<file path="src/sv/assert_macros.svh">
// Assertion macros shared by the job table RTL.
// Needs a clk and an active-high rst in the scope of each use.
`ifndef ASSERT_MACROS_SVH
`define ASSERT_MACROS_SVH

// Same-cycle implication, off while reset is high
`define ASSERT_IMPL(label, ante, cons) \
  label: assert property (@(posedge clk) disable iff (rst) (ante) |-> (cons)) \
    else $error("job table assertion failed");

// Next-cycle implication, off while reset is high
`define ASSERT_NEXT(label, ante, cons) \
  label: assert property (@(posedge clk) disable iff (rst) (ante) |=> (cons)) \
    else $error("job table assertion failed");

`endif

</file>
<file path="src/sv/jt_pkg.sv">
// Shared types, widths and command codes of the job table.
// No dependencies; imported by the channel interfaces and the top level.
package jt_pkg;

  localparam int TABLE_ENTRIES = 16;
  localparam int IDX_W         = $clog2(TABLE_ENTRIES);

  localparam int CMD_W = 3;
  localparam int PID_W = 31;
  localparam int JOB_W = 5;
  localparam int ST_W  = 2;

  // Command codes
  localparam logic [CMD_W-1:0] CMD_ADD      = 3'd0;
  localparam logic [CMD_W-1:0] CMD_DELETE   = 3'd1;
  localparam logic [CMD_W-1:0] CMD_FIND_PID = 3'd2;
  localparam logic [CMD_W-1:0] CMD_FIND_JOB = 3'd3;
  localparam logic [CMD_W-1:0] CMD_FG_PID   = 3'd4;
  localparam logic [CMD_W-1:0] CMD_ANY_OPEN = 3'd5;
  localparam logic [CMD_W-1:0] CMD_CLEAR    = 3'd6;

  // Run states
  localparam logic [ST_W-1:0] ST_UNDEFINED  = 2'd0;
  localparam logic [ST_W-1:0] ST_FOREGROUND = 2'd1;

  // Job id handed out first after reset
  localparam logic [JOB_W-1:0] JOB_FIRST = 5'd1;

  typedef struct packed {
    logic [PID_W-1:0] pid;
    logic [JOB_W-1:0] job;
    logic [ST_W-1:0]  state;
  } entry_t;

endpackage

</file>
<file path="src/sv/jt_if.sv">
// Valid/ready channel interfaces of the job table: command in, response out.
// Depends on jt_pkg for the field widths.
interface jt_cmd_if import jt_pkg::*; ();
  logic             valid;
  logic             ready;
  logic [CMD_W-1:0] command;
  logic [PID_W-1:0] process_id;
  logic [JOB_W-1:0] job_number;
  logic [ST_W-1:0]  run_state;

  modport source(output valid, command, process_id, job_number, run_state, input ready);
  modport sink(input valid, command, process_id, job_number, run_state, output ready);
endinterface

interface jt_rsp_if import jt_pkg::*; ();
  logic             valid;
  logic             ready;
  logic             success;
  logic [PID_W-1:0] found_pid;
  logic [JOB_W-1:0] found_job;
  logic [ST_W-1:0]  found_state;
  logic             jobs_open;

  modport source(output valid, success, found_pid, found_job, found_state, jobs_open,
                 input ready);
  modport sink(input valid, success, found_pid, found_job, found_state, jobs_open,
               output ready);
endinterface

</file>
<file path="src/sv/job_table_with_id_allocator.sv">
// Job table with job id allocator: top level.
// Depends on jt_pkg, jt_if.sv and assert_macros.svh.
//
// Usage: one command word enters on cmd (valid/ready) and exactly one
// response word leaves on rsp (valid/ready). Commands: add, delete, find by
// process id, find by job id, first foreground process, any-open query and
// clear. The table lives in a single-port synchronous RAM of TABLE_ENTRIES
// words plus one valid flop per slot; a slot whose valid flop is low reads
// as empty.
// Sequencing: every command walks the whole RAM one slot a cycle, through
// the states SCAN, LAST and DONE, and the response is registered. A new
// command is taken only in IDLE, after the previous one has left DONE.
// Reset (synchronous, rst high) drops all valid flops, so the table is
// empty at once, and sets the next job id to 1.
// Stall: the response sits in an output register; cmd may take the next word
// while it waits. If the register is still full when the next command
// finishes its walk, that command holds its result until rsp is taken.
module job_table_with_id_allocator import jt_pkg::*; (
  input  logic  clk,
  input  logic  rst,
  jt_cmd_if.sink   cmd,
  jt_rsp_if.source rsp
);

`include "assert_macros.svh"

  localparam logic [1:0] S_IDLE = 2'd0;
  localparam logic [1:0] S_SCAN = 2'd1;
  localparam logic [1:0] S_LAST = 2'd2;
  localparam logic [1:0] S_DONE = 2'd3;

  localparam logic [IDX_W-1:0] IDX_LAST = IDX_W'(TABLE_ENTRIES - 1);

  // Table storage
  entry_t mem [TABLE_ENTRIES];
  entry_t mem_q;

  logic [1:0]               state, state_next;
  logic [IDX_W-1:0]         cnt;
  logic                     rd_pending;
  logic [IDX_W-1:0]         rd_addr;
  logic [TABLE_ENTRIES-1:0] valid_bits;
  logic [JOB_W-1:0]         next_job;

  // Held command word
  logic [CMD_W-1:0] req_cmd;
  logic [PID_W-1:0] req_pid;
  logic [JOB_W-1:0] req_job;
  logic [ST_W-1:0]  req_st;

  // Walk results
  logic             hit_found;
  logic [IDX_W-1:0] hit_idx;
  entry_t           hit_data;
  logic [JOB_W-1:0] max_excl;
  logic             open_all;
  logic             open_excl;

  // Output register
  logic             out_valid;
  logic             out_success;
  logic [PID_W-1:0] out_pid;
  logic [JOB_W-1:0] out_job;
  logic [ST_W-1:0]  out_st;
  logic             out_open;

  entry_t           e;
  logic             cond;
  logic             take;
  logic             done_go;
  logic             add_ok;
  logic [JOB_W-1:0] job_inc;
  logic [JOB_W-1:0] add_next_job;

  // Handshakes
  assign cmd.ready = (state == S_IDLE);
  assign done_go   = (state == S_DONE) && (!out_valid || rsp.ready);

  // Sequencer
  always_comb begin
    state_next = state;
    case (state)
      S_IDLE: if (cmd.valid) state_next = S_SCAN;
      S_SCAN: if (cnt == IDX_LAST) state_next = S_LAST;
      S_LAST: state_next = S_DONE;
      S_DONE: if (done_go) state_next = S_IDLE;
      default: state_next = S_IDLE;
    endcase
  end

  always_ff @(posedge clk) begin
    if (rst) begin
      state      <= S_IDLE;
      cnt        <= '0;
      rd_pending <= 1'b0;
    end else begin
      state      <= state_next;
      rd_pending <= (state == S_SCAN);
      if (state == S_SCAN) begin
        cnt <= cnt + 1'b1;
      end else begin
        cnt <= '0;
      end
    end
  end

  // Read one slot a cycle; write back only at the end of a command
  always_ff @(posedge clk) begin
    if (state == S_SCAN) begin
      mem_q <= mem[cnt];
    end
    rd_addr <= cnt;
    if (done_go && add_ok) begin
      mem[hit_idx] <= '{pid: req_pid, job: next_job, state: req_st};
    end
  end

  // Match the slot that just came out of the RAM
  always_comb begin
    e = valid_bits[rd_addr] ? mem_q : '0;
    case (req_cmd)
      CMD_ADD:      cond = (e.pid == '0) && (req_pid != '0);
      CMD_DELETE,
      CMD_FIND_PID: cond = (e.pid == req_pid) && (req_pid != '0);
      CMD_FIND_JOB: cond = (e.job == req_job) && (req_job != '0);
      CMD_FG_PID:   cond = (e.state == ST_FOREGROUND);
      default:      cond = 1'b0;
    endcase
    take = rd_pending && cond && !hit_found;
  end

  // Capture the command and accumulate the walk
  always_ff @(posedge clk) begin
    if (rst) begin
      hit_found <= 1'b0;
    end else if (cmd.valid && cmd.ready) begin
      hit_found <= 1'b0;
    end else if (take) begin
      hit_found <= 1'b1;
    end
  end

  always_ff @(posedge clk) begin
    if (cmd.valid && cmd.ready) begin
      req_cmd   <= cmd.command;
      req_pid   <= cmd.process_id;
      req_job   <= cmd.job_number;
      req_st    <= cmd.run_state;
      max_excl  <= '0;
      open_all  <= 1'b0;
      open_excl <= 1'b0;
    end else if (rd_pending) begin
      if (e.state != ST_UNDEFINED) begin
        open_all <= 1'b1;
      end
      if (take) begin
        hit_idx  <= rd_addr;
        hit_data <= e;
      end else begin
        if (e.state != ST_UNDEFINED) open_excl <= 1'b1;
        if (e.job > max_excl) max_excl <= e.job;
      end
    end
  end

  // Job id allocation
  assign add_ok       = (req_cmd == CMD_ADD) && hit_found;
  assign job_inc      = next_job + 1'b1;
  assign add_next_job = (32'(job_inc) > TABLE_ENTRIES) ? JOB_FIRST : job_inc;

  always_ff @(posedge clk) begin
    if (rst) begin
      next_job   <= JOB_FIRST;
      valid_bits <= '0;
    end else if (done_go) begin
      if (add_ok) begin
        next_job            <= add_next_job;
        valid_bits[hit_idx] <= 1'b1;
      end else if (req_cmd == CMD_DELETE && hit_found) begin
        next_job            <= max_excl + 1'b1;
        valid_bits[hit_idx] <= 1'b0;
      end else if (req_cmd == CMD_CLEAR) begin
        valid_bits <= '0;
      end
    end
  end

  // Response register
  always_ff @(posedge clk) begin
    if (rst) begin
      out_valid <= 1'b0;
    end else if (done_go) begin
      out_valid <= 1'b1;
    end else if (rsp.ready) begin
      out_valid <= 1'b0;
    end
  end

  always_ff @(posedge clk) begin
    if (done_go) begin
      out_success <= 1'b0;
      out_pid     <= '0;
      out_job     <= '0;
      out_st      <= '0;
      out_open    <= open_all;
      case (req_cmd)
        CMD_ADD: begin
          if (hit_found) begin
            out_success <= 1'b1;
            out_pid     <= req_pid;
            out_job     <= next_job;
            out_st      <= req_st;
            out_open    <= open_all || (req_st != ST_UNDEFINED);
          end
        end
        CMD_DELETE, CMD_FIND_PID, CMD_FIND_JOB, CMD_FG_PID: begin
          if (req_cmd == CMD_DELETE) out_open <= open_excl;
          if (hit_found) begin
            out_success <= 1'b1;
            out_pid     <= hit_data.pid;
            out_job     <= hit_data.job;
            out_st      <= hit_data.state;
          end
        end
        CMD_ANY_OPEN: out_success <= open_all;
        CMD_CLEAR: begin
          out_success <= 1'b1;
          out_open    <= 1'b0;
        end
        default: out_success <= 1'b0;
      endcase
    end
  end

  assign rsp.valid       = out_valid;
  assign rsp.success     = out_success;
  assign rsp.found_pid   = out_pid;
  assign rsp.found_job   = out_job;
  assign rsp.found_state = out_st;
  assign rsp.jobs_open   = out_open;

  // Checks
  `ASSERT_IMPL(a_rsp_from_done, $rose(rsp.valid), $past(state) == S_DONE)
  `ASSERT_NEXT(a_accept_walks, cmd.valid && cmd.ready, state == S_SCAN && cnt == '0)
  `ASSERT_NEXT(a_add_fills, done_go && add_ok, valid_bits[hit_idx])
  `ASSERT_NEXT(a_clear_empties, done_go && req_cmd == CMD_CLEAR, valid_bits == '0)

endmodule
</file>
<file path="src/flat_wrapper.sv">
// flat-port wrapper written by rule: the top's interface ports become plain ports
module job_table_with_id_allocator_flat import jt_pkg::*;
  (clk, rst, cmd_valid, cmd_command, cmd_process_id, cmd_job_number, cmd_run_state, cmd_ready, rsp_valid, rsp_success, rsp_found_pid, rsp_found_job, rsp_found_state, rsp_jobs_open, rsp_ready);
  jt_cmd_if cmd_i ();
  jt_rsp_if rsp_i ();
  input  logic clk;
  input  logic rst;
  input wire logic [$bits(cmd_i.valid)-1:0] cmd_valid;
  input wire logic [$bits(cmd_i.command)-1:0] cmd_command;
  input wire logic [$bits(cmd_i.process_id)-1:0] cmd_process_id;
  input wire logic [$bits(cmd_i.job_number)-1:0] cmd_job_number;
  input wire logic [$bits(cmd_i.run_state)-1:0] cmd_run_state;
  output wire logic [$bits(cmd_i.ready)-1:0] cmd_ready;
  output wire logic [$bits(rsp_i.valid)-1:0] rsp_valid;
  output wire logic [$bits(rsp_i.success)-1:0] rsp_success;
  output wire logic [$bits(rsp_i.found_pid)-1:0] rsp_found_pid;
  output wire logic [$bits(rsp_i.found_job)-1:0] rsp_found_job;
  output wire logic [$bits(rsp_i.found_state)-1:0] rsp_found_state;
  output wire logic [$bits(rsp_i.jobs_open)-1:0] rsp_jobs_open;
  input wire logic [$bits(rsp_i.ready)-1:0] rsp_ready;
  assign cmd_i.valid = cmd_valid;
  assign cmd_i.command = cmd_command;
  assign cmd_i.process_id = cmd_process_id;
  assign cmd_i.job_number = cmd_job_number;
  assign cmd_i.run_state = cmd_run_state;
  assign cmd_ready = cmd_i.ready;
  assign rsp_valid = rsp_i.valid;
  assign rsp_success = rsp_i.success;
  assign rsp_found_pid = rsp_i.found_pid;
  assign rsp_found_job = rsp_i.found_job;
  assign rsp_found_state = rsp_i.found_state;
  assign rsp_jobs_open = rsp_i.jobs_open;
  assign rsp_i.ready = rsp_ready;
  job_table_with_id_allocator u_core (.clk(clk), .rst(rst), .cmd(cmd_i), .rsp(rsp_i));
endmodule
</file>
<file path="config.mk">
export PLATFORM = sky130hd
export DESIGN_NAME = job_table_with_id_allocator_flat
export DESIGN_NICKNAME = d
export VERILOG_FILES = /design/src/sv/jt_pkg.sv /design/src/sv/jt_if.sv /design/src/sv/job_table_with_id_allocator.sv /design/src/flat_wrapper.sv
export VERILOG_INCLUDE_DIRS = /design/src /design/src/sv
export SDC_FILE = /design/constraint.sdc
export NUM_CORES = 1
export LEC_CHECK = 0
export ABC_AREA = 1
export CORE_ASPECT_RATIO = 0.8
export CORE_MARGIN = 2
export CORE_UTILIZATION = 59
export DETAILED_ROUTE_END_ITERATION = 6
export DONT_BUFFER_PORTS = 1
export GPL_ROUTABILITY_DRIVEN = 0
export GPL_TIMING_DRIVEN = 0
export HOLD_SLACK_MARGIN = 0.15
export PLACE_DENSITY_LB_ADDON = 0.25
export SLEW_MARGIN = 30
export SYNTH_ARGS = -nofsm -noshare
export SYNTH_HDL_FRONTEND = slang
export SYNTH_SLANG_ARGS = --single-unit
export TNS_END_PERCENT = 50
</file>
<file path="constraint.sdc">
create_clock -name clk -period 5.78 [get_ports clk]
set_input_delay 0.289 -clock clk [delete_from_list [all_inputs] [get_ports clk]]
set_output_delay 0.289 -clock clk [all_outputs]
set_load 0.02 [all_outputs]
</file>
[Word level (Yosys, flattened, before mapping)]
Memory sizes are Yosys's and may differ from the RTL's. A register that Yosys moved wholly into a read port is not among the register bits.
Index checks and enable logic that the tools add are counted.
Word-level totals
  output and inout bits: 42
  flip-flop bits (word level): 164
  memories kept: 1
  bits in writable memories: 608
  input port bits: 45
  logic and storage cells: 126
Memories
  u_core.mem: words 16, bits a word 38, rd ports 1, clocked after memory_dff 1, write ports 1, RTL line job_table_with_id_allocator.sv:35  | entry_t mem [TABLE_ENTRIES];
Cells by class
  equal/unequal tests: 16
  $lt $le $gt $ge: 5
  bitwise logic cells: 6
  reductions and logical operators: 37
  $add $sub $neg: 3
  muxes and demuxes: 34
Operators with widths (number)
  $mux 31: 2
  $pmux 31 s2: 1
  $mux 16: 3
  $mux 38: 1
  $eq 31x31->1: 1
  $logic_not 31->1: 1
  $reduce_bool 31->1: 1
  $mux 5: 5
  $and 16x16->16: 1
  $not 16->16: 1
  $or 16x16->16: 1
  $reduce_and 3->1: 4
  $logic_and 1x1->1: 11
  $add 5x1->5 const B: 2
  $lt 4x5->1 const B: 2
  $mux 2: 5
  $pmux 5 s2: 1
  $eq 3x3->1 const B: 3
  $mux 1: 9
  $pmux 2 s4: 1
  $reduce_bool 2->1: 4
  $eq 3x2->1 const B: 2
  $pmux 1 s3: 2
  $reduce_and 2->1: 3
  25 further kinds: 34

[Longest topological paths before layout]
  word-level depth: 10
  mapped depth: 26
  mapped depth without buffers: 23

[Worst setup path before layout]
OpenSTA, ideal clock, no wires.
  path type: flip-flop to flip-flop
  start: reg u_core.rd_addr[0]
  end: reg u_core.hit_data[0] (netlist name), enable pin
  library setup time: 0.442 ns
  buffers on the path: 3
  period minus slack after synthesis: 4.112 ns
  data arrival time: 3.670 ns
  slack: 1.668 ns
  data required time: 5.338 ns
  cell stages (with the launch flop): 22
  path through: dfxtp_1 -> buf_6 -> inv_4 -> nand2_1 -> nand3_1 -> nand3_1 -> nand3_2 -> nand2_4 -> buf_4 -> nand2_1 -> nand2_1 -> nand3_1 -> nor2_1 -> nand2_1 -> nor2_1 -> nand2_1 -> nand2_1 -> nand2_1 -> nand2_1 -> nand2_2 -> buf_6 -> nor2_1
On the way
  cells in the longest elaborated chain, start to end: 9
  elaborated cells between the ends (all ways): 14
  those cells by class: eq/ne: 3; mux: 4; reduce/logical: 7
Ends and longest elaborated chain
  start, declared: RTL line job_table_with_id_allocator.sv:41  | logic [IDX_W-1:0] rd_addr;
  start signal, assigned: RTL line job_table_with_id_allocator.sv:112  | rd_addr <= cnt;
  $bmux 1 s4 *: RTL line job_table_with_id_allocator.sv:120  | e = valid_bits[rd_addr] ? mem_q : '0;
  $mux 1 (not written as such) *: RTL line job_table_with_id_allocator.sv:120
  $mux 38 *: RTL line job_table_with_id_allocator.sv:120
  $eq 31x31->1 (tied with other cells): RTL line job_table_with_id_allocator.sv:124  | CMD_FIND_PID: cond = (e.pid == req_pid) && (req_pid != '0);
  $logic_and 1x1->1 (on tied branches): RTL line job_table_with_id_allocator.sv:124, job_table_with_id_allocator.sv:122, job_table_with_id_allocator.sv:125
  $pmux 1 s4 *: RTL line job_table_with_id_allocator.sv:121  | case (req_cmd)
  $logic_and 1x1->1 * (2 in a row): RTL line job_table_with_id_allocator.sv:129  | take = rd_pending && cond && !hit_found;
  $reduce_and 3->1 (no source line) *
  end signal, assigned: RTL line job_table_with_id_allocator.sv:158  | hit_data <= e;
  end, declared: RTL line job_table_with_id_allocator.sv:54  | entry_t hit_data;
Every way passes the cells marked *; elsewhere a longest branch is shown, timed or not. The select of a mux whose other input is x is not followed.
A chain may end at the register's enable or synchronous reset.

==> impl_metrics.json <==
{
  "outcome": "finished with violations",
  "failed_checks": "DRC",
  "finClkSkew_ps": 40.4,
  "yosysMostFrequentCell": "edfxtp_1",
  "hold_start": "rst",
  "crit_arrival_ps": 4690,
  "startpoint_type": "register",
  "reg2reg_slack_ps": 1380,
  "r2r_end": "u_core.mem_q[30]",
  "maxCapViolCount": 0,
  "synth_xor_area_share_pct": 0.136,
  "hold_path.class": "in2reg",
  "gr-total-overflow": 0,
  "vias": 22359,
  "core_area_um2": 53800,
  "path_class": "reg2reg",
  "critPathMostFrequentCell": "clkbuf_1",
  "yosysTopAreaCell": "edfxtp_1",
  "syn_inst": 2553,
  "htree_levels": 3,
  "syn-num-nets": 2610,
  "min_period_ps": 4400,
  "antenna_left": 0,
  "via_per_inst": 6.45,
  "dieWidth_um": 265,
  "ioPinCount": 87,
  "crit_chain": "clkbuf_1, clkbuf_1, clkinv_1, clkbuf_1, clkbuf_1, o21ai_0, o221ai_1, nand3_1, nand3_1",
  "end_kind": "register",
  "dp.cells": 3290,
  "period_share_pct": 76.1,
  "drcViolationCount": 1,
  "slew_headroom_pct": 30.6,
  "synthTopCellsByCount": "769 x edfxtp_1, 381 x nor2_1, 348 x o21ai_0",
  "dieArea_um2": 56300,
  "clk_latency_ps": 630,
  "reg2regPathDepth": 9,
  "syn2layout_area_growth_pct": 14.7,
  "finalPower_mw": 14.3,
  "setup_tns_ps": 0,
  "synth_compound_area_share_pct": 10.5,
  "crit_fanout": 10,
  "synthAdderAreaFrac_pct": 0.468,
  "die_h_um": 213,
  "start_util_pct": 59.6,
  "synth-seq-area-share_pct": 74.5,
  "clock-sinks": 810,
  "routed_wl_mm": 90.5,
  "cts_buffer_depth": 3,
  "fmax_mhz": 227,
  "yosys.area.top_type_share_pct": 71.9,
  "worst_ir_drop_vdd_v": 0.000270,
  "rsz0062_at_grt": "false",
  "final_core_util_pct": 68.4,
  "drt_iter0_drc": 3457,
  "dr.pass1.iters": 7,
  "power_leakage_nw": 12.6,
  "rr_startpoint": "u_core.cnt[0]",
  "track_usage_pct": 32.3,
  "instances_no_fill": 3469,
  "synth_warnings": 0,
  "nets": 2768,
  "port-buffer-count": 0,
  "hold_viol_final": 0,
  "maxSlewViolCount": 0,
  "yosys.cell_types.count": 36,
  "cts_tree": "built",
  "cpPeakStageDelay_ps": 680,
  "cpMaxStageDelayCell": "clkbuf_1",
  "min_delay_worst_endpoint": "u_core.valid_bits[4]",
  "synth_top_family_by_area": "simple AND/OR/NAND/NOR gates",
  "root_buffer": "clkbuf_16",
  "post-cts-setup-buffers": 0,
  "cts_buffers": 77,
  "clk_pin_slew_ps": 70,
  "grt_max_degree": 43,
  "dp_hpwl_mm": 61.6,
  "async_flop_share_pct": 0,
  "wl_per_cell_um": 26.1,
  "powerDensity_nw_per_um2": 388,
  "setup_viol": 0,
  "tightest_slew_ps": 1040,
  "synthTopCellsByArea": "edfxtp_1 72%, o21ai_0 5.4%, nor2_1 4.5%",
  "syn_area_per_cell_um2": 12.6,
  "grt_pass1_vias": 21076,
  "antenna_found_initial": 5,
  "critical_path_required_ps": 6070,
  "drive_gt1_share_pct": 6.51,
  "synth_ff_type": "edfxtp_1",
  "hold_depth": 2,
  "synth-edff-count": 769,
  "synth-simple-area-share_pct": 10.6,
  "grt_pass1_wl_mm": 132,
  "ys_seq_elements": 810,
  "rows": 76,
  "synth.area.mux_share_pct": 0,
  "syn_area_um2": 32100
}
per-stage QoR:
step	hold slack (ps)	cell area, um^2	worst slack, ps
6_report	193	36800	1380
3_5_place_dp	375	34000	1770
4_1_cts	158	36800	1740
2_1_floorplan	349	32100	1670
5_1_grt	194	36800	1460
3_3_place_gp	365	33000	-354
flip-flops by register name, summed over array words and instances (netlist names), 2 cells and up:
register,flops
u_core.rd_addr,4
u_core.req_cmd,3
u_core.rsp.found_pid,31
u_core.req_pid,31
u_core.rsp.found_state,2
u_core.req_st,2
u_core.hit_data,38
u_core.max_excl,5
u_core.req_job,5
u_core.valid_bits,16
u_core.mem_q,38
u_core.rsp.found_job,5
u_core.state,2
u_core.next_job,5
u_core.mem,608
u_core.cnt,4
u_core.hit_idx,4
cells in the final DEF, fill, tap and decap left out, types with 7 or more instances in the layout:
cell,netlist,layout
clkbuf_1,133,151
dlygate4sd3_1,0,44
o21ai_0,348,348
nor3_1,24,24
o221ai_1,65,65
nor2_1,381,364
o22ai_1,90,90
clkinv_2,0,10
dfxtp_1,41,40
inv_1,157,155
o211ai_1,13,13
nor2_4,0,17
nand2_1,249,249
buf_16,0,25
clkinv_1,1,12
edfxtp_1,769,769
buf_1,7,7
nand3_1,154,154
a21oi_1,55,55
ha_1,12,11
clkbuf_16,0,79
nand4_1,13,13
layout make-up:
type | count | area [um^2]
repair buffers | 79 | 1310
clock buffers | 102 | 2100
fillers | 3601 | 17000
inverters | 161 | 609
well taps | 702 | 878
plain buffers | 148 | 598
multi-input cells | 1434 | 7110
clock inverters | 32 | 289
diodes | 1 | 2.50
flip-flops and latches | 810 | 23900
what timing repair did:
action	in CTS	in global routing
hold buffers	44	0
resized for setup	0	0
endpoints found under the hold margin	58	0
worst max-delay path, delay by kind of cell (launching register included):
| family | cells | cell delay (ps) |
|---|---|---|
| AO/OA/AOI/OAI | 2 | 670 |
| flip-flops | 1 | 370 |
| AND/OR/NAND/NOR | 2 | 460 |
| buffers and inverters | 5 | 2540 |
layer usage:
metal	vias up	share of wire, %	track usage, %
li1	9638	-	-
met1	10721	37	45.4
met2	1760	44	48.6
met3	236	15	9.93
met4	4	3.2	10.6
met5	-	0.063	0
cells by family after synthesis:
logic type,Yosys count
flip-flops,810
XOR/XNOR,5
buffers and inverters,309
adder cells (fa/ha/maj),12
AND/OR/NAND/NOR,831
AO/OA/AOI/OAI,586
report_power, final:
| part | internal [mW] | switching, mW |
|---|---|---|
| sequential | 6.89 | 0.441 |
| clock | 2.78 | 2.11 |
| combinational | 0.527 | 1.54 |
worst max-delay path by stage:
stage                            from                  to  slack, ps  depth (start not counted)
finish                  u_core.cnt[0]    u_core.mem_q[30]       1380                          9
global route        u_core.req_cmd[0]  u_core.mem[11][17]       1460                         11
CTS                 u_core.req_cmd[0]  u_core.mem[11][17]       1740                         11
detailed placement  u_core.req_cmd[0]  u_core.mem[11][22]       1770                         11
global placement      u_core.state[0]   u_core.mem[3][33]       -350                          6
floorplan           u_core.rd_addr[0]  u_core.hit_data[0]       1670                         21
No activity file was read; power rests on OpenSTA's default activity.
